$ cat src/rtl/masked_window_energy_unit_defines.svh
// ---------------------------------------------------------------------------
// Masked window energy unit: assertion macros
// Shared assertion shorthands, clocked on clk and disabled during reset.
// ---------------------------------------------------------------------------
`ifndef MASKED_WINDOW_ENERGY_UNIT_DEFINES_SVH
`define MASKED_WINDOW_ENERGY_UNIT_DEFINES_SVH

// Consequent must hold in the same cycle as the antecedent.
`define MWE_ASSERT_NOW(lbl, ante, cons, msg) \
  lbl: assert property (@(posedge clk) disable iff (!rst_n) (ante) |-> (cons)) \
    else $error(msg);

// Consequent must hold in the cycle after the antecedent.
`define MWE_ASSERT_NEXT(lbl, ante, cons, msg) \
  lbl: assert property (@(posedge clk) disable iff (!rst_n) (ante) |=> (cons)) \
    else $error(msg);

`endif

$ cat src/rtl/mwe_pkg.sv
// ---------------------------------------------------------------------------
// Masked window energy package
// Sizes, types, state codes and helper functions shared by the unit.
// ---------------------------------------------------------------------------
package mwe_pkg;

  localparam int MAX_ROWS        = 1024;
  localparam int MAX_COLS        = 1024;
  localparam int MAX_HALF_WINDOW = 4;
  localparam int COEF_WIDTH      = 16;

  localparam int LINES     = 2 * MAX_HALF_WINDOW + 1;
  localparam int ROW_W     = $clog2(MAX_ROWS);
  localparam int COL_W     = $clog2(MAX_COLS);
  localparam int LINE_W    = $clog2(LINES + 1);
  localparam int WIN_W     = $clog2(LINES);
  localparam int HW_W      = 3;
  localparam int CFG_W     = 11;
  localparam int CFG_IDX_W = 2;
  localparam int DEPTH     = LINES * MAX_COLS;
  localparam int ADDR_W    = $clog2(DEPTH);
  localparam int SQ_W      = 2 * COEF_WIDTH;
  localparam int DIVS_W    = $clog2(LINES * LINES + 1);
  localparam int ACC_W     = SQ_W + DIVS_W;
  localparam int Q_W       = SQ_W;
  localparam int ROOT_W    = COEF_WIDTH;
  localparam int STEP_W    = $clog2(ACC_W + 1);

  localparam logic [CFG_IDX_W-1:0] CFG_NUM_ROWS    = CFG_IDX_W'(0);
  localparam logic [CFG_IDX_W-1:0] CFG_NUM_COLS    = CFG_IDX_W'(1);
  localparam logic [CFG_IDX_W-1:0] CFG_HALF_WINDOW = CFG_IDX_W'(2);

  typedef struct packed {
    logic [LINE_W-1:0] top_line;
    logic [COL_W-1:0]  left_col;
    logic [HW_W-1:0]   h;
    logic [ROW_W-1:0]  crow;
    logic [COL_W-1:0]  ccol;
  } job_t;

  typedef struct packed {
    logic                         we;
    logic [ADDR_W-1:0]            addr;
    logic signed [COEF_WIDTH-1:0] detail;
    logic signed [COEF_WIDTH-1:0] coarser;
    logic                         sector;
  } mem_wr_t;

  typedef enum logic [3:0] {
    BK_IDLE, BK_CTR_RD, BK_CTR_CHK, BK_SUM, BK_DRAIN,
    BK_FIX1, BK_FIX2, BK_FIX3, BK_DIV, BK_SQRT, BK_OUT
  } back_state_t;

  function automatic logic [CFG_W-1:0] cfg_limit(input logic [CFG_W-1:0] v, input int max);
    logic [CFG_W-1:0] r;
    r = v;
    if (v == '0) r = CFG_W'(1);
    else if (v > CFG_W'(max)) r = CFG_W'(max);
    return r;
  endfunction

  function automatic logic [LINE_W-1:0] line_add(input logic [LINE_W-1:0] a,
                                                 input logic [LINE_W-1:0] b);
    logic [LINE_W:0] s;
    s = {1'b0, a} + {1'b0, b};
    if (s >= (LINE_W + 1)'(LINES)) s = s - (LINE_W + 1)'(LINES);
    return s[LINE_W-1:0];
  endfunction

  function automatic logic [ADDR_W-1:0] mem_addr(input logic [LINE_W-1:0] line,
                                                 input logic [COL_W-1:0] col);
    return ADDR_W'(line) * ADDR_W'(MAX_COLS) + ADDR_W'(col);
  endfunction

  function automatic logic [DIVS_W-1:0] side_sq(input logic [HW_W-1:0] h);
    logic [DIVS_W-1:0] s;
    s = DIVS_W'({h, 1'b1});
    return DIVS_W'(s * s);
  endfunction

endpackage

$ cat src/rtl/mwe_fifo.sv
// ---------------------------------------------------------------------------
// Masked window energy job queue
// Two-entry queue of window jobs between the front and back parts.
// ---------------------------------------------------------------------------
module mwe_fifo import mwe_pkg::*; (
  input  logic clk,
  input  logic rst_n,
  input  logic push,
  input  job_t push_job,
  input  logic pop,
  output job_t head_job,
  output logic empty,
  output logic full
);

  job_t       slot_r [2];
  logic       wp_r, wp_nxt;
  logic       rp_r, rp_nxt;
  logic [1:0] cnt_r, cnt_nxt;

  always_comb begin
    wp_nxt  = push ? ~wp_r : wp_r;
    rp_nxt  = pop ? ~rp_r : rp_r;
    cnt_nxt = cnt_r + 2'(push) - 2'(pop);
  end

  always_ff @(posedge clk) begin
    if (!rst_n) begin
      wp_r  <= 1'b0;
      rp_r  <= 1'b0;
      cnt_r <= '0;
    end else begin
      wp_r  <= wp_nxt;
      rp_r  <= rp_nxt;
      cnt_r <= cnt_nxt;
    end
  end

  always_ff @(posedge clk) begin
    if (push) begin
      slot_r[wp_r] <= push_job;
    end
  end

  assign head_job = slot_r[rp_r];
  assign empty    = (cnt_r == 2'd0);
  assign full     = (cnt_r == 2'd2);

endmodule

$ cat config.mk
export PLATFORM = sky130hd
export DESIGN_NAME = mwe_fifo
export DESIGN_NICKNAME = d
export VERILOG_FILES = /design/src/rtl/masked_window_energy_unit_defines.svh /design/src/rtl/mwe_pkg.sv /design/src/rtl/mwe_fifo.sv
export SDC_FILE = /design/constraint.sdc
export NUM_CORES = 1
export LEC_CHECK = 0
export ABC_AREA = 0
export BUFFER_PORTS_ARGS = -buffer_cell sky130_fd_sc_hd__buf_2
export CELL_PAD_IN_SITES_DETAIL_PLACEMENT = 1
export CELL_PAD_IN_SITES_GLOBAL_PLACEMENT = 1
export CORE_MARGIN = 10
export CORE_UTILIZATION = 44
export DETAILED_ROUTE_END_ITERATION = 10
export GPL_TIMING_DRIVEN = 0
export PLACE_DENSITY = 0.8
export REMOVE_ABC_BUFFERS = 1
export SLEW_MARGIN = 20
export SYNTH_ARGS = -nofsm -noshare
export SYNTH_HDL_FRONTEND = slang
export SYNTH_SLANG_ARGS = --single-unit
$ cat constraint.sdc
create_clock -name clk -period 3.1 [get_ports clk]
set_input_delay 0 -clock clk [delete_from_list [all_inputs] [get_ports clk]]
set_output_delay 0 -clock clk [all_outputs]
set_load 0.02 [all_outputs]
==> reports/qor.csv <==
stage;metric;value;unit
run_status;status;complete, no violations;
sta;Final period util;54.8;%
layout;most frequent cells in the layout;79 x buf_2, 74 x edfxtp_1, 38 x dlygate4sd3_1;
critical_path;crit end category;output port;
critical_path;CP arrival;1700;ps
power_and_ir_drop;Clock Power Share;30.4;%
placement;GPL Wtd Cong;0.660;
layout;fillers;597;
placement;placed instance area;0.00354;mm2
sta;count of pins over their slew limit;0;
layout;fin area;0.00411;mm2
grt;gr usage total;12.6;%
clock_tree;Clock Sink Count;79;
critical_path;WP depth;2;
grt;vias in the first global route;1847;
drt;drt pass-1 iters;4;
critical_path;CP peak stage delay;760;ps
synth;Synth area leader;edfxtp_1;
sta;Hold WS;29.5;ps
drt;DR vias/cell;4.67;
sta;fmax;589;MHz
die;Starting Density;45.1;%
clock_tree;Root Driver;clkbuf_8;
clock_tree;Clock transition at path regs;80;ps
power_and_ir_drop;combinational share of power;15.5;%
clock_tree;Post-CTS Setup Inserts;0;
synth;Avg Cell Area, Syn;22.4;um2
critical_path;crit path max fanout;37;
synth;Mapped Cells;136;
placement;Detail Placement HPWL;4160;um
clock_tree;Post-CTS Hold Buffers;38;
worst_hold_path;hold path depth;3;
critical_path;critical path, cell by cell;mux2_2 -> buf_2;
synth;sequential area share after synthesis;76.2;%
layout;commonest non-fill, non-tap cell in the layout;buf_2;
power_and_ir_drop;Net Sw Power;0.569;mW
critical_path;crit path kind;reg2out;
placement;worst slack, placed;1630;ps
critical_path;R2R cell count;2;
worst_hold_path;HP Class;in2reg;
layout;nets;305;
sta;Hold Vio Cnt, Final;0;
drt;Routed Antenna Nets;0;
grt;pin count of the biggest net entering global routing;38;
die;die area;0.0107;mm2
grt;initial antenna violation count;0;
drt;DR WL/cell;18.7;um
power_and_ir_drop;P_int;1.79;mW
power_and_ir_drop;Leakage;1.64;nW
power_and_ir_drop;Design Power;2.36;mW
layout;register area;0.00233;mm2
die;Die Wd;103;um
sta;Slew HR;55.7;%
sta;final worst slack;1400;ps
power_and_ir_drop;Pwr Density;574;mW/mm2
clock_tree;Longest Clk Path Bufs;2;
die;row cnt;30;
die;IO Count;80;
synth;Ys Warns;0;
clock_tree;H-tree depth;3;
drt;drt drc;0;
synth;leading post-synthesis cells by cell area;edfxtp_1 73%, mux2_4 15%, dfxtp_1 3.3%;
sta;TNS Setup;0;ps
critical_path;CP required;3100;ps
die;core region area;0.00676;mm2
synth;post-synthesis cell area;0.00305;mm2
placement;Cells after DPL;293;
layout;Layout area overhead;34.8;%
layout;Finished Core Util;60.8;%
synth;library cells used by synthesis;14;
power_and_ir_drop;switching share of power;24.1;%
clock_tree;CTS tree;built;
layout;post-route insts no fill;347;
drt;via count;1622;
layout;area of the multi-input gates;656;um2
synth;top-area cell type share of the netlist area;72.9;%
power_and_ir_drop;Peak VDD IR;0.296;mV
grt;Overflow after GRT;0;
drt;drt initial violations;23;
clock_tree;CTS buffer count;9;
die;Die Y;103;um
clock_tree;CTS resizes;0;
critical_path;type of origin of the critical path;register;
placement;IO buf count;79;
job;maxcap violations;0;
sta;Worst-Margin Slew;665;ps
layout;layout cell share with drive strength beyond 1;50.6;%
critical_path;Critical-path top delay cell;dfxtp_4;
sta;RSZ-0062 raised after global routing;no;
synth;synthesis-stage register bit count;79;
clock_tree;Clk Latency, worst-skew pair;330;ps
drt;final WL;6480;um
critical_path;Buf/Inv on CP;1;
critical_path;CP delay by family, top;flip-flops;
grt;first-pass GRT wire length;9970;um
power_and_ir_drop;sequential group share of total power;54.0;%
sta;Final Critical Period;1700;ps
sta;Post-Route Skew;6.95;ps
layout;Inserted Diodes;0;
sta;Final setup viols;0;
[worst reg2reg max path: cells and delay by family, from the launching register on]
family	cells	cell delay, ps
AND/OR/NAND/NOR	1	510
flip-flops	1	400
buffers and inverters	1	250
[final cells by class]
type	instances	share of cell area, %
sequential	79	56.6
multi-input combinational	51	16.0
inverter	2	0.183
tap	80	2.44
clock inverter	6	1.49
clock buffer	10	3.11
timing repair buffer	119	20.2
[Yosys cell counts]
cell type,n
buf_6,1
buf_12,3
inv_1,2
mux2_2,7
and2_1,4
mux2_4,30
nor2b_1,4
edfxtp_1,74
xnor3_1,1
nor2_1,1
o21a_1,1
ha_1,2
dfxtp_1,5
xor2_1,1
[power groups by stage]
stage / Sequential (mW) / Clock, mW / Combinational, mW
global route: 1.28 / 0.790 / 0.394
detailed placement: 1.30 / 0 / 0.329
CTS: 1.28 / 0.748 / 0.368
finish: 1.28 / 0.718 / 0.367
global placement: 1.30 / 0 / 0.315
floorplan: 1.29 / 0 / 0.212
[state kept, by name, indices dropped and copies added (netlist names), named ones only]
| signal | count |
|---|---|
| slot_r | 74 |
| cnt_r | 2 |
| rp_r | 1 |
| wp_r | 1 |
[cell families (layout without fill, tap and decap cells)]
family / count (synthesis) / count (layout) / share of synthesized area, %
compound gates: 1 / 1 / 0.246
xor+xnor: 2 / 2 / 1.03
fa+ha+maj: 2 / 2 / 0.821
buf+inv: 6 / 137 / 2.59
flops: 79 / 79 / 76.2
mux: 37 / 37 / 17.4
simple gates: 9 / 9 / 1.76
[layer usage]
layer	GRT usage, %	vias to the layer above	wire, um
met2	22.2	52	3490
met4	4.81	0	11
met1	13.6	793	2480
met5	0	-	0
li1	-	775	-
met3	4.58	2	489
[worst paths after layout]
check                                  startpoint                      end  slack [ps]
worst max-delay path                     register              head_job[5]        1400
worst min-delay path                          pop        rp_r$_SDFFE_PN0P_          30
worst max register to register  wp_r$_SDFFE_PN0P_  slot_r[1][35]$_DFFE_PP_        1650
worst min register to register  rp_r$_SDFFE_PN0P_        rp_r$_SDFFE_PN0P_         590
Note: power is estimated with default switching activity, not from simulation.
