--- config.mk ---
export PLATFORM = sky130hd
export DESIGN_NAME = mwe_front_flat
export DESIGN_NICKNAME = d
export VERILOG_FILES = /design/src/rtl/masked_window_energy_unit_defines.svh /design/src/rtl/mwe_pkg.sv /design/src/rtl/mwe_if.sv /design/src/rtl/mwe_front.sv /design/src/flat_wrapper.sv
export SDC_FILE = /design/constraint.sdc
export NUM_CORES = 1
export LEC_CHECK = 0
export BUFFER_PORTS_ARGS = -buffer_cell sky130_fd_sc_hd__buf_2
export CORE_MARGIN = 2
export CORE_UTILIZATION = 47
export CTS_CLUSTER_DIAMETER = 150
export DETAILED_ROUTE_END_ITERATION = 10
export PLACE_DENSITY = 0.82
export SLEW_MARGIN = 20
export SYNTH_ARGS = -nofsm -noshare
export SYNTH_HDL_FRONTEND = slang
export SYNTH_SLANG_ARGS = --single-unit
--- constraint.sdc ---
create_clock -name clk -period 2.9 [get_ports clk]
set_input_delay 0 -clock clk [delete_from_list [all_inputs] [get_ports clk]]
set_output_delay 0 -clock clk [all_outputs]
set_load 0.02 [all_outputs]
--- src/rtl/masked_window_energy_unit_defines.svh ---
// ---------------------------------------------------------------------------
// Masked window energy unit: assertion macros
// Shared assertion shorthands, clocked on clk and disabled during reset.
// ---------------------------------------------------------------------------
`ifndef MASKED_WINDOW_ENERGY_UNIT_DEFINES_SVH
`define MASKED_WINDOW_ENERGY_UNIT_DEFINES_SVH

// Consequent must hold in the same cycle as the antecedent.
`define MWE_ASSERT_NOW(lbl, ante, cons, msg) \
  lbl: assert property (@(posedge clk) disable iff (!rst_n) (ante) |-> (cons)) \
    else $error(msg);

// Consequent must hold in the cycle after the antecedent.
`define MWE_ASSERT_NEXT(lbl, ante, cons, msg) \
  lbl: assert property (@(posedge clk) disable iff (!rst_n) (ante) |=> (cons)) \
    else $error(msg);

`endif

--- src/rtl/mwe_pkg.sv ---
// ---------------------------------------------------------------------------
// Masked window energy package
// Sizes, types, state codes and helper functions shared by the unit.
// ---------------------------------------------------------------------------
package mwe_pkg;

  localparam int MAX_ROWS        = 1024;
  localparam int MAX_COLS        = 1024;
  localparam int MAX_HALF_WINDOW = 4;
  localparam int COEF_WIDTH      = 16;

  localparam int LINES     = 2 * MAX_HALF_WINDOW + 1;
  localparam int ROW_W     = $clog2(MAX_ROWS);
  localparam int COL_W     = $clog2(MAX_COLS);
  localparam int LINE_W    = $clog2(LINES + 1);
  localparam int WIN_W     = $clog2(LINES);
  localparam int HW_W      = 3;
  localparam int CFG_W     = 11;
  localparam int CFG_IDX_W = 2;
  localparam int DEPTH     = LINES * MAX_COLS;
  localparam int ADDR_W    = $clog2(DEPTH);
  localparam int SQ_W      = 2 * COEF_WIDTH;
  localparam int DIVS_W    = $clog2(LINES * LINES + 1);
  localparam int ACC_W     = SQ_W + DIVS_W;
  localparam int Q_W       = SQ_W;
  localparam int ROOT_W    = COEF_WIDTH;
  localparam int STEP_W    = $clog2(ACC_W + 1);

  localparam logic [CFG_IDX_W-1:0] CFG_NUM_ROWS    = CFG_IDX_W'(0);
  localparam logic [CFG_IDX_W-1:0] CFG_NUM_COLS    = CFG_IDX_W'(1);
  localparam logic [CFG_IDX_W-1:0] CFG_HALF_WINDOW = CFG_IDX_W'(2);

  typedef struct packed {
    logic [LINE_W-1:0] top_line;
    logic [COL_W-1:0]  left_col;
    logic [HW_W-1:0]   h;
    logic [ROW_W-1:0]  crow;
    logic [COL_W-1:0]  ccol;
  } job_t;

  typedef struct packed {
    logic                         we;
    logic [ADDR_W-1:0]            addr;
    logic signed [COEF_WIDTH-1:0] detail;
    logic signed [COEF_WIDTH-1:0] coarser;
    logic                         sector;
  } mem_wr_t;

  typedef enum logic [3:0] {
    BK_IDLE, BK_CTR_RD, BK_CTR_CHK, BK_SUM, BK_DRAIN,
    BK_FIX1, BK_FIX2, BK_FIX3, BK_DIV, BK_SQRT, BK_OUT
  } back_state_t;

  function automatic logic [CFG_W-1:0] cfg_limit(input logic [CFG_W-1:0] v, input int max);
    logic [CFG_W-1:0] r;
    r = v;
    if (v == '0) r = CFG_W'(1);
    else if (v > CFG_W'(max)) r = CFG_W'(max);
    return r;
  endfunction

  function automatic logic [LINE_W-1:0] line_add(input logic [LINE_W-1:0] a,
                                                 input logic [LINE_W-1:0] b);
    logic [LINE_W:0] s;
    s = {1'b0, a} + {1'b0, b};
    if (s >= (LINE_W + 1)'(LINES)) s = s - (LINE_W + 1)'(LINES);
    return s[LINE_W-1:0];
  endfunction

  function automatic logic [ADDR_W-1:0] mem_addr(input logic [LINE_W-1:0] line,
                                                 input logic [COL_W-1:0] col);
    return ADDR_W'(line) * ADDR_W'(MAX_COLS) + ADDR_W'(col);
  endfunction

  function automatic logic [DIVS_W-1:0] side_sq(input logic [HW_W-1:0] h);
    logic [DIVS_W-1:0] s;
    s = DIVS_W'({h, 1'b1});
    return DIVS_W'(s * s);
  endfunction

endpackage

--- src/rtl/mwe_if.sv ---
// ---------------------------------------------------------------------------
// Masked window energy channels
// Valid/ready channels for input pixels and energy results.
// ---------------------------------------------------------------------------
interface mwe_in_if import mwe_pkg::*; ();
  logic                         valid;
  logic                         ready;
  logic signed [COEF_WIDTH-1:0] detail;
  logic signed [COEF_WIDTH-1:0] coarser;
  logic                         in_sector;
  modport source(output valid, detail, coarser, in_sector, input ready);
  modport sink(input valid, detail, coarser, in_sector, output ready);
endinterface


--- src/rtl/mwe_front.sv ---
// ---------------------------------------------------------------------------
// Masked window energy front part
// Holds configuration, scans raster position, writes lines, issues jobs.
// ---------------------------------------------------------------------------
module mwe_front import mwe_pkg::*; (
  input  logic                 clk,
  input  logic                 rst_n,
  input  logic                 cfg_we,
  input  logic [CFG_IDX_W-1:0] cfg_index,
  input  logic [CFG_W-1:0]     cfg_data,
  mwe_in_if.sink               in_ch,
  input  logic                 busy,
  output logic                 job_push,
  output job_t                 job,
  output mem_wr_t              wr
);

  logic [CFG_W-1:0]  num_rows_r, num_rows_nxt;
  logic [CFG_W-1:0]  num_cols_r, num_cols_nxt;
  logic [HW_W-1:0]   half_window_r, half_window_nxt;
  logic [ROW_W-1:0]  row_r, row_nxt;
  logic [COL_W-1:0]  col_r, col_nxt;
  logic [LINE_W-1:0] line_r, line_nxt;
  logic [CFG_W-1:0]  rows, cols, col_inc, row_inc;
  logic [HW_W-1:0]   h;
  logic [LINE_W-1:0] two_h;
  logic              accept;

  always_comb begin
    num_rows_nxt    = num_rows_r;
    num_cols_nxt    = num_cols_r;
    half_window_nxt = half_window_r;
    if (cfg_we) begin
      unique case (cfg_index)
        CFG_NUM_ROWS:    num_rows_nxt    = cfg_data;
        CFG_NUM_COLS:    num_cols_nxt    = cfg_data;
        CFG_HALF_WINDOW: half_window_nxt = cfg_data[HW_W-1:0];
        default: ;
      endcase
    end
  end

  assign rows   = cfg_limit(num_rows_r, MAX_ROWS);
  assign cols   = cfg_limit(num_cols_r, MAX_COLS);
  assign h      = (half_window_r > HW_W'(MAX_HALF_WINDOW)) ? HW_W'(MAX_HALF_WINDOW)
                                                           : half_window_r;
  assign two_h  = LINE_W'({h, 1'b0});
  assign accept = in_ch.valid && in_ch.ready;
  assign in_ch.ready = !busy;

  assign col_inc = CFG_W'(col_r) + CFG_W'(1);
  assign row_inc = CFG_W'(row_r) + CFG_W'(1);

  always_comb begin
    row_nxt  = row_r;
    col_nxt  = col_r;
    line_nxt = line_r;
    if (accept) begin
      if (col_inc >= cols) begin
        col_nxt = '0;
        if (row_inc >= rows) begin
          row_nxt  = '0;
          line_nxt = '0;
        end else begin
          row_nxt  = row_inc[ROW_W-1:0];
          line_nxt = line_add(line_r, LINE_W'(1));
        end
      end else begin
        col_nxt = col_inc[COL_W-1:0];
      end
    end
  end

  always_ff @(posedge clk) begin
    if (!rst_n) begin
      num_rows_r    <= CFG_W'(MAX_ROWS);
      num_cols_r    <= CFG_W'(MAX_COLS);
      half_window_r <= HW_W'(1);
      row_r         <= '0;
      col_r         <= '0;
      line_r        <= '0;
    end else begin
      num_rows_r    <= num_rows_nxt;
      num_cols_r    <= num_cols_nxt;
      half_window_r <= half_window_nxt;
      row_r         <= row_nxt;
      col_r         <= col_nxt;
      line_r        <= line_nxt;
    end
  end

  always_comb begin
    job_push     = accept && (row_r >= ROW_W'(two_h)) && (col_r >= COL_W'(two_h));
    job.top_line = line_add(line_r, LINE_W'(LINES) - two_h);
    job.left_col = col_r - COL_W'(two_h);
    job.h        = h;
    job.crow     = row_r - ROW_W'(h);
    job.ccol     = col_r - COL_W'(h);
    wr.we        = accept;
    wr.addr      = mem_addr(line_r, col_r);
    wr.detail    = in_ch.detail;
    wr.coarser   = in_ch.coarser;
    wr.sector    = in_ch.in_sector;
  end

endmodule

--- src/flat_wrapper.sv ---
// flat-port wrapper written by rule: the top's interface ports become plain ports
module mwe_front_flat import mwe_pkg::*;
  (clk, rst_n, cfg_we, cfg_index, cfg_data, busy, job_push, job, wr, in_ch_valid, in_ch_detail, in_ch_coarser, in_ch_in_sector, in_ch_ready);
  mwe_in_if in_ch_i ();
  input  logic clk;
  input  logic rst_n;
  input  logic cfg_we;
  input  logic [CFG_IDX_W-1:0] cfg_index;
  input  logic [CFG_W-1:0] cfg_data;
  input  logic busy;
  output logic job_push;
  output job_t job;
  output mem_wr_t wr;
  input wire logic [$bits(in_ch_i.valid)-1:0] in_ch_valid;
  input wire logic [$bits(in_ch_i.detail)-1:0] in_ch_detail;
  input wire logic [$bits(in_ch_i.coarser)-1:0] in_ch_coarser;
  input wire logic [$bits(in_ch_i.in_sector)-1:0] in_ch_in_sector;
  output wire logic [$bits(in_ch_i.ready)-1:0] in_ch_ready;
  assign in_ch_i.valid = in_ch_valid;
  assign in_ch_i.detail = in_ch_detail;
  assign in_ch_i.coarser = in_ch_coarser;
  assign in_ch_i.in_sector = in_ch_in_sector;
  assign in_ch_ready = in_ch_i.ready;
  mwe_front u_core (.clk(clk), .rst_n(rst_n), .cfg_we(cfg_we), .cfg_index(cfg_index), .cfg_data(cfg_data), .in_ch(in_ch_i), .busy(busy), .job_push(job_push), .job(job), .wr(wr));
endmodule
==> results of run 1 <==
## synthesized netlist by cell type, types with 17 or more instances
| cell type | count | area, um2 |
|---|---|---|
| ha_1 | 45 | 563 |
| buf_4 | 35 | 263 |
| nor2b_1 | 31 | 194 |
| o21ai_0 | 18 | 90.1 |
| dfxtp_1 | 49 | 981 |
| xor2_1 | 24 | 210 |
| nand2_1 | 52 | 195 |
| inv_1 | 26 | 97.6 |
| xnor2_1 | 31 | 272 |
| nor2_1 | 20 | 75.1 |
| mux2i_1 | 23 | 230 |
| clkbuf_1 | 17 | 63.8 |
## what timing repair did
item                                    CTS  global route
hold endpoints to repair                 17             0
hold buffers                             10             0
buffers inserted                          0             3
endpoints found under the setup margin    6            30
resized for setup                         2            19
pin swaps                                 0             5
## state kept, by name (all words and copies together), names as in the netlist
| signal | cells |
|---|---|
| u_core.line_r | 4 |
| u_core.num_rows_r | 11 |
| u_core.col_r | 10 |
| u_core.half_window_r | 3 |
| u_core.num_cols_r | 11 |
| u_core.row_r | 10 |
## cell type report
class	count	area (um2)	area share [%]
Clock inverter	3	46.3	0.932
Tap cell	111	139	2.80
Clock buffer	5	68.8	1.39
Inverter	27	105	2.12
Multi-Input combinational cell	378	2950	59.4
Sequential cell	49	992	20.0
Timing Repair Buffer	109	666	13.4
## worst min path at each step
stage / end
6_report: wr[10]
5_1_grt: wr[28]
4_1_cts: wr[16]
3_5_place_dp: wr[16]
3_3_place_gp: wr[16]
2_1_floorplan: in_ch_ready
## through the flow
step | power [mW] | cell area (um2) | hold slack (ns)
finish | 1.61 | 4970 | 0.00000777
global route | 1.68 | 4970 | 0.0000315
CTS | 1.62 | 4880 | 0.000137
detailed placement | 1.10 | 4650 | 0.000137
global placement | 1.09 | 4650 | 0.000137
floorplan | 1.06 | 4380 | 0.0840
## layer usage
metal  vias to the layer above  part of all wire (%)
met4                         0                   2.4
met3                        28                   6.2
li1                       1829                     -
met1                      1712                    42
met2                       127                    50
met5                         -                     0
## critical path, stage by stage, from the launching register on
cell and delay [ns]:
dfxtp_4 0.38, ha_1 0.17, nand3_1 0.14, nor2_2 0.17
and3_4 0.22, and3_1 0.17, ha_1 0.24, nor2b_2 0.17
a2111oi_4 0.38, a211oi_4 0.15, buf_4 0.18, nor2b_4 0.19
mux2_2 0.18
## power groups by stage
| stage | Sequential, mW | Combinational, mW | Clock [mW] |
|---|---|---|---|
| finish | 0.699 | 0.404 | 0.502 |
| global route | 0.700 | 0.447 | 0.536 |
| CTS | 0.699 | 0.402 | 0.515 |
| floorplan | 0.715 | 0.342 | 0 |
| detailed placement | 0.715 | 0.389 | 0 |
| global placement | 0.714 | 0.378 | 0 |
## cells by family after synthesis
| family | count (synthesis) | share of synthesized area [%] |
|---|---|---|
| adders and majority gates | 49 | 14.7 |
| DFF | 49 | 22.5 |
| buffers and inverters | 91 | 11.6 |
| AOI/OAI and AO/OA | 70 | 11.5 |
| and+or+nand+nor | 179 | 22.9 |
| xor gates and xnor gates | 55 | 11.0 |
| muxes | 25 | 5.79 |
==> impl_results.md, run 1 <==
* Routed Antenna Nets at 0
* Hold Crit Class: input port to output port
* Number of synthesized flops with an enable pin at 0
* Relative slew slack at 26.2%
* Fmax at 358 MHz
* CORE AREA at 9110 um2
* Number of H-tree levels at 2
* Worst-case clock skew at 0.00821 ns
* Outcome: completed
* Pwr Density at 323 nW/um2
* Placed cell count at 661
* Nets at 670
* GR Util All Layers at 19.4%
* PortBufs at 71
* Logic pwr share at 25.2%
* Placer Congestion at 0.869
* Max Cap Viol at 0
* Crit path time final at 2.79 ns
* # fillers at 833
* Vias in the first global route at 3580
* Die Ht at 100 um
* Synth-to-Final Area Change at 13.8%
* Num CTS Buffers at 5
* Commonest non-fill, non-tap cell in the layout: buf_2
* Initial antenna violation count at 0
* Crit path kind: register to register
* Antenna cells at 0
* Max Root-Sink Buffers at 2
* Syn. warnings at 0
* Final Max Tran Viols at 0
* Setup violations, final at 0
* GR Util met1 at 23.6%
* Synthesis-stage register bit count at 49
* Root Buffer Master: clkbuf_8
* Hold Vio Cnt, Final at 0
* GR Util met3 at 3.69%
* Mapped Avg Cell Area at 8.43 um2
* Worst-path clk slew at 0.09 ns
* DR iter-0 viols at 162
* Die width at 100 um
* Final Non-Filler Cells at 682
* Cells after synthesis at 518
* CTS tree: yes
* Largest net degree at the start of global routing at 44
* First-pass GRT wire length at 16100 um
* Setup crit end: u_core.row_r[0]
* Final HPWL DP at 7920 um
* Number of library cell types mapped by synthesis at 59
* Routed len/inst at 14.5 um
* Total gr overflow at 0
* First-pass DRT Iterations at 4
* Tcrit/Tclk final at 96.3%
* FF-to-FF Start: u_core.col_r[0]
* Final Core Density at 54.5%
* Asr flop ratio synth at 0%
* Hold Path Origin: in_ch_coarser[9]
* Total Wirelength at 9870 um
* Initial Util at 47.9%
* Hold Path Depth at 0
* Max VDD drop at 0.159 mV
* Vias per inst at 5.42
* Register-to-Register Setup Slack at 0.11 ns
* I/O Pins at 138
* Most Crowded Layer GR: met2
* Number of remaining DRC errors at 0
* P_sw at 0.498 mW
* Most frequent cells in the layout: buf_2 (71), nand2_1 (51), ha_1 (44), dfxtp_1 (44)
* Core Rows at 35
* Least-Margin Pin Slew at 1.10 ns
* Startpoint Class: register
* Via count at 3696
* Sink Count at 49
* Signal arrival time at the worst endpoint at 3.05 ns
* CP required at 3.16 ns
* Clock power frac at 31.3%
* Internal Power at 1.11 mW
* Seq/Total Area, Yosys at 22.5%
* Fraction of layout cells with a size suffix above 1 at 26.1%
* Setup WS pre-CTS at -0.0364 ns
* Crit path launch: u_core.col_r[0]
* Worst skew pair latency at 0.31 ns
* CP max FO at 7
* CP endpoint kind: register
* Post-route worst setup slack at 0.106 ns
* Area of the die at 10100 um2
* Lkg Pwr at 2.26 nW
* Mapped Area at 4370 um2
* M2 GR Usage at 33.8%
* Reg power frac at 43.5%
* Setup TNS at 0 ns
* Synth Net Count at 618
* Top FF cell, synth: dfxtp_1
* R2R depth at 12
* Sw frac at 31.0%
* Worst r2r dst: u_core.row_r[0]
Note: power is estimated with default switching activity, not from simulation.
==> run 2, diff against run 1 <==
--- a/config.mk
+++ b/config.mk
@@ -5,10 +5,10 @@
 export SDC_FILE = /design/constraint.sdc
 export NUM_CORES = 1
 export LEC_CHECK = 0
-export BUFFER_PORTS_ARGS = -buffer_cell sky130_fd_sc_hd__buf_2
+export BUFFER_PORTS_ARGS = -buffer_cell sky130_fd_sc_hd__clkbuf_2
 export CORE_MARGIN = 2
 export CORE_UTILIZATION = 47
-export CTS_CLUSTER_DIAMETER = 150
+export CTS_CLUSTER_DIAMETER = 30
 export DETAILED_ROUTE_END_ITERATION = 10
 export PLACE_DENSITY = 0.82
 export SLEW_MARGIN = 20
==> impl_results.md, run 2 (synthesis gave the netlist of run 1 again) <==
* Core Rows at 35 (unchanged)
* Total Wirelength at 10100 um (+2.3%)
* Final HPWL DP at 7780 um (-1.8%)
* Crit path time final at 2.79 ns (-0.00312 ns)
* CP top delay family: simple AND/OR/NAND/NOR gates
* Final Core Density at 54.7% (+0.11 points)
* Fraction of layout cells with a size suffix above 1 at 26.3% (+0.22 points)
* Hold Crit Class: input port to output port
* Final Max Tran Viols at 0 (unchanged)
* Most frequent cells in the layout: clkbuf_2 (71), nand2_1 (51), ha_1 (44)
* Root Buffer Master: clkbuf_8
* Worst-path clk slew at 0.09 ns (about the same)
* DR iter-0 viols at 151 (-6.8%)
* Nets at 669 (-0.15%)
* Worst path cell trace: nand2_1 > nor2_1 > and3_1 > nand3_1 > xnor2_1 > ha_1 > a21oi_1 > o211a_1 > o31a_1 > or2_2 > and3_4 > mux2_2
* First-pass GRT wire length at 16500 um (+2.7%)
* FF-to-FF Start: u_core.row_r[2]
* Fmax at 358 MHz (+0.11%)
* Max Root-Sink Buffers at 2 (unchanged)
* Initial antenna violation count at 0 (unchanged)
* Post-route worst setup slack at 0.110 ns (+0.00312 ns)
* Antenna cells at 0 (unchanged)
* Vias per inst at 5.51 (+1.6%)
* Die Ht at 100 um (unchanged)
* Max VDD drop at 0.172 mV (+8.2%)
* GR Util All Layers at 19.7% (+0.33 points)
* R2R depth at 12 (unchanged)
* Worst r2r dst: u_core.row_r[0]
* Signal arrival time at the worst endpoint at 3.00 ns (-0.05 ns)
* Critical path depth in cells at 12 (unchanged)
* Hold Path Origin: in_ch_detail[13]
* Startpoint Class: register
* Relative slew slack at 31.0% (+4.8 points)
* Lkg Pwr at 2.29 nW (+1.1%)
* Area of the die at 10100 um2 (unchanged)
* Setup crit end: u_core.row_r[0]
* Number of H-tree levels at 2 (unchanged)
* Commonest non-fill, non-tap cell in the layout: clkbuf_2
* Setup violations, final at 0 (unchanged)
* Pwr Density at 339 nW/um2 (+5.1%)
* First-pass DRT Iterations at 4 (unchanged)
* Final Instance Area at 4980 um2 (+0.20%)
* I/O Pins at 138 (unchanged)
* CP bufs+invs at 0 (-1)
* Number of remaining DRC errors at 0 (unchanged)
* Outcome: completed
* Routed len/inst at 14.8 um (+2.5%)
* Sink Count at 49 (unchanged)
* Num CTS Buffers at 5 (unchanged)
* CP endpoint kind: register
* Multi-input logic area at 2940 um2 (-0.51%)
* CP max FO at 8 (+1)
* Synth-to-Final Area Change at 14.0%
* Setup WS pre-CTS at -0.0487 ns (-0.0123 ns)
* Placer Congestion at 0.894 (+2.9%)
* Largest net degree at the start of global routing at 44 (unchanged)
* Max Cap Viol at 0 (unchanged)
* Die width at 100 um (unchanged)
* Crit path largest cell delay at 0.43 ns (+0.05 ns)
* PortBufs at 71 (unchanged)
* Slowest library cell on the worst path: dfxtp_2
* Worst skew pair latency at 0.31 ns (about the same)
* CORE AREA at 9110 um2 (unchanged)
* Crit path launch: u_core.row_r[2]
* # fillers at 822 (-1.3%)
* Initial Util at 47.9% (unchanged)
* Total gr overflow at 0 (unchanged)
* Reg area at 995 um2 (+0.25%)
* Least-Margin Pin Slew at 1.03 ns (-0.0723 ns)
* Placed inst area at 4630 um2 (-0.48%)
* CP required at 3.11 ns (-0.05 ns)
* Crit path kind: register to register
* Tcrit/Tclk final at 96.2% (-0.11 points)
* Worst-case clock skew at 0.00694 ns (-0.00127 ns)
* Vias in the first global route at 3658 (+2.2%)
* Regs by FF count: u_core.num_cols_r (11), u_core.num_rows_r (11)
* Register-to-Register Setup Slack at 0.11 ns (about the same)
* Hold Vio Cnt, Final at 0 (unchanged)
* Routed Antenna Nets at 0 (unchanged)
* Via count at 3751 (+1.5%)
* CTS tree: yes
## run 2: changes by cell type in the layout (fill, tap and decap cells not counted), moves of 2 or more
cell      change
dfxtp_2       +2
nand3_2       +2
buf_2        -70
dfxtp_1       -2
clkbuf_2     +71
buf_4         -3
nand3_1       -2
## run 2: stage by stage
step / TNS, ns / total power [mW] / hold slack [ns] / std cells
after global routing: -0.0592 / 1.76 / 0.0000315 / 681
after detailed placement: -0.197 / 1.10 / 0.000137 / 658
after floorplan: 0 / 1.06 / 0.0840 / 518
after global placement: 0 / 1.09 / 0.000137 / 658
final: 0 / 1.69 / 0.00000777 / 681
after CTS: 0 / 1.69 / 0.000137 / 675
## run 2: layout make-up
type	count	share of cell area, %
Clock buffer	5	1.38
Clock inverter	3	1.31
Inverter	27	2.11
Multi-Input combinational cell	378	59.0
Sequential cell	49	20.0
Tap cell	111	2.79
Timing Repair Buffer	108	13.4
## run 2: where the power goes
part / leakage [nW] / total [mW] / switching, mW / internal [mW]
registers: 0.401 / 0.696 / 0.0112 / 0.685
clock network: 0.0681 / 0.583 / 0.240 / 0.343
logic: 1.82 / 0.411 / 0.246 / 0.165
## run 2: routing by layer
layer / vias up / global-route usage [%] / routed length [um]
met5: - / 0 / 0
met4: 0 / 6.22 / 187
met3: 26 / 4.25 / 609
met2: 129 / 34.7 / 4970
met1: 1777 / 23.8 / 4340
li1: 1819 / - / -
## run 2: worst min path at each step
stage / to / cells after the start
6_report: wr[30] / 0
5_1_grt: wr[28] / 0
4_1_cts: wr[16] / 0
3_5_place_dp: wr[16] / 0
3_3_place_gp: wr[16] / 0
2_1_floorplan: in_ch_ready / 1
## run 2: repair_timing
action / 4_1_cts / 5_1_grt
cloned: 0 / 1
hold buffers: 9 / 0
setup endpoints to repair: 8 / 31
hold endpoints to repair: 15 / 0
gates resized for setup: 2 / 20
pin swaps: 0 / 7
setup buffers: 0 / 5
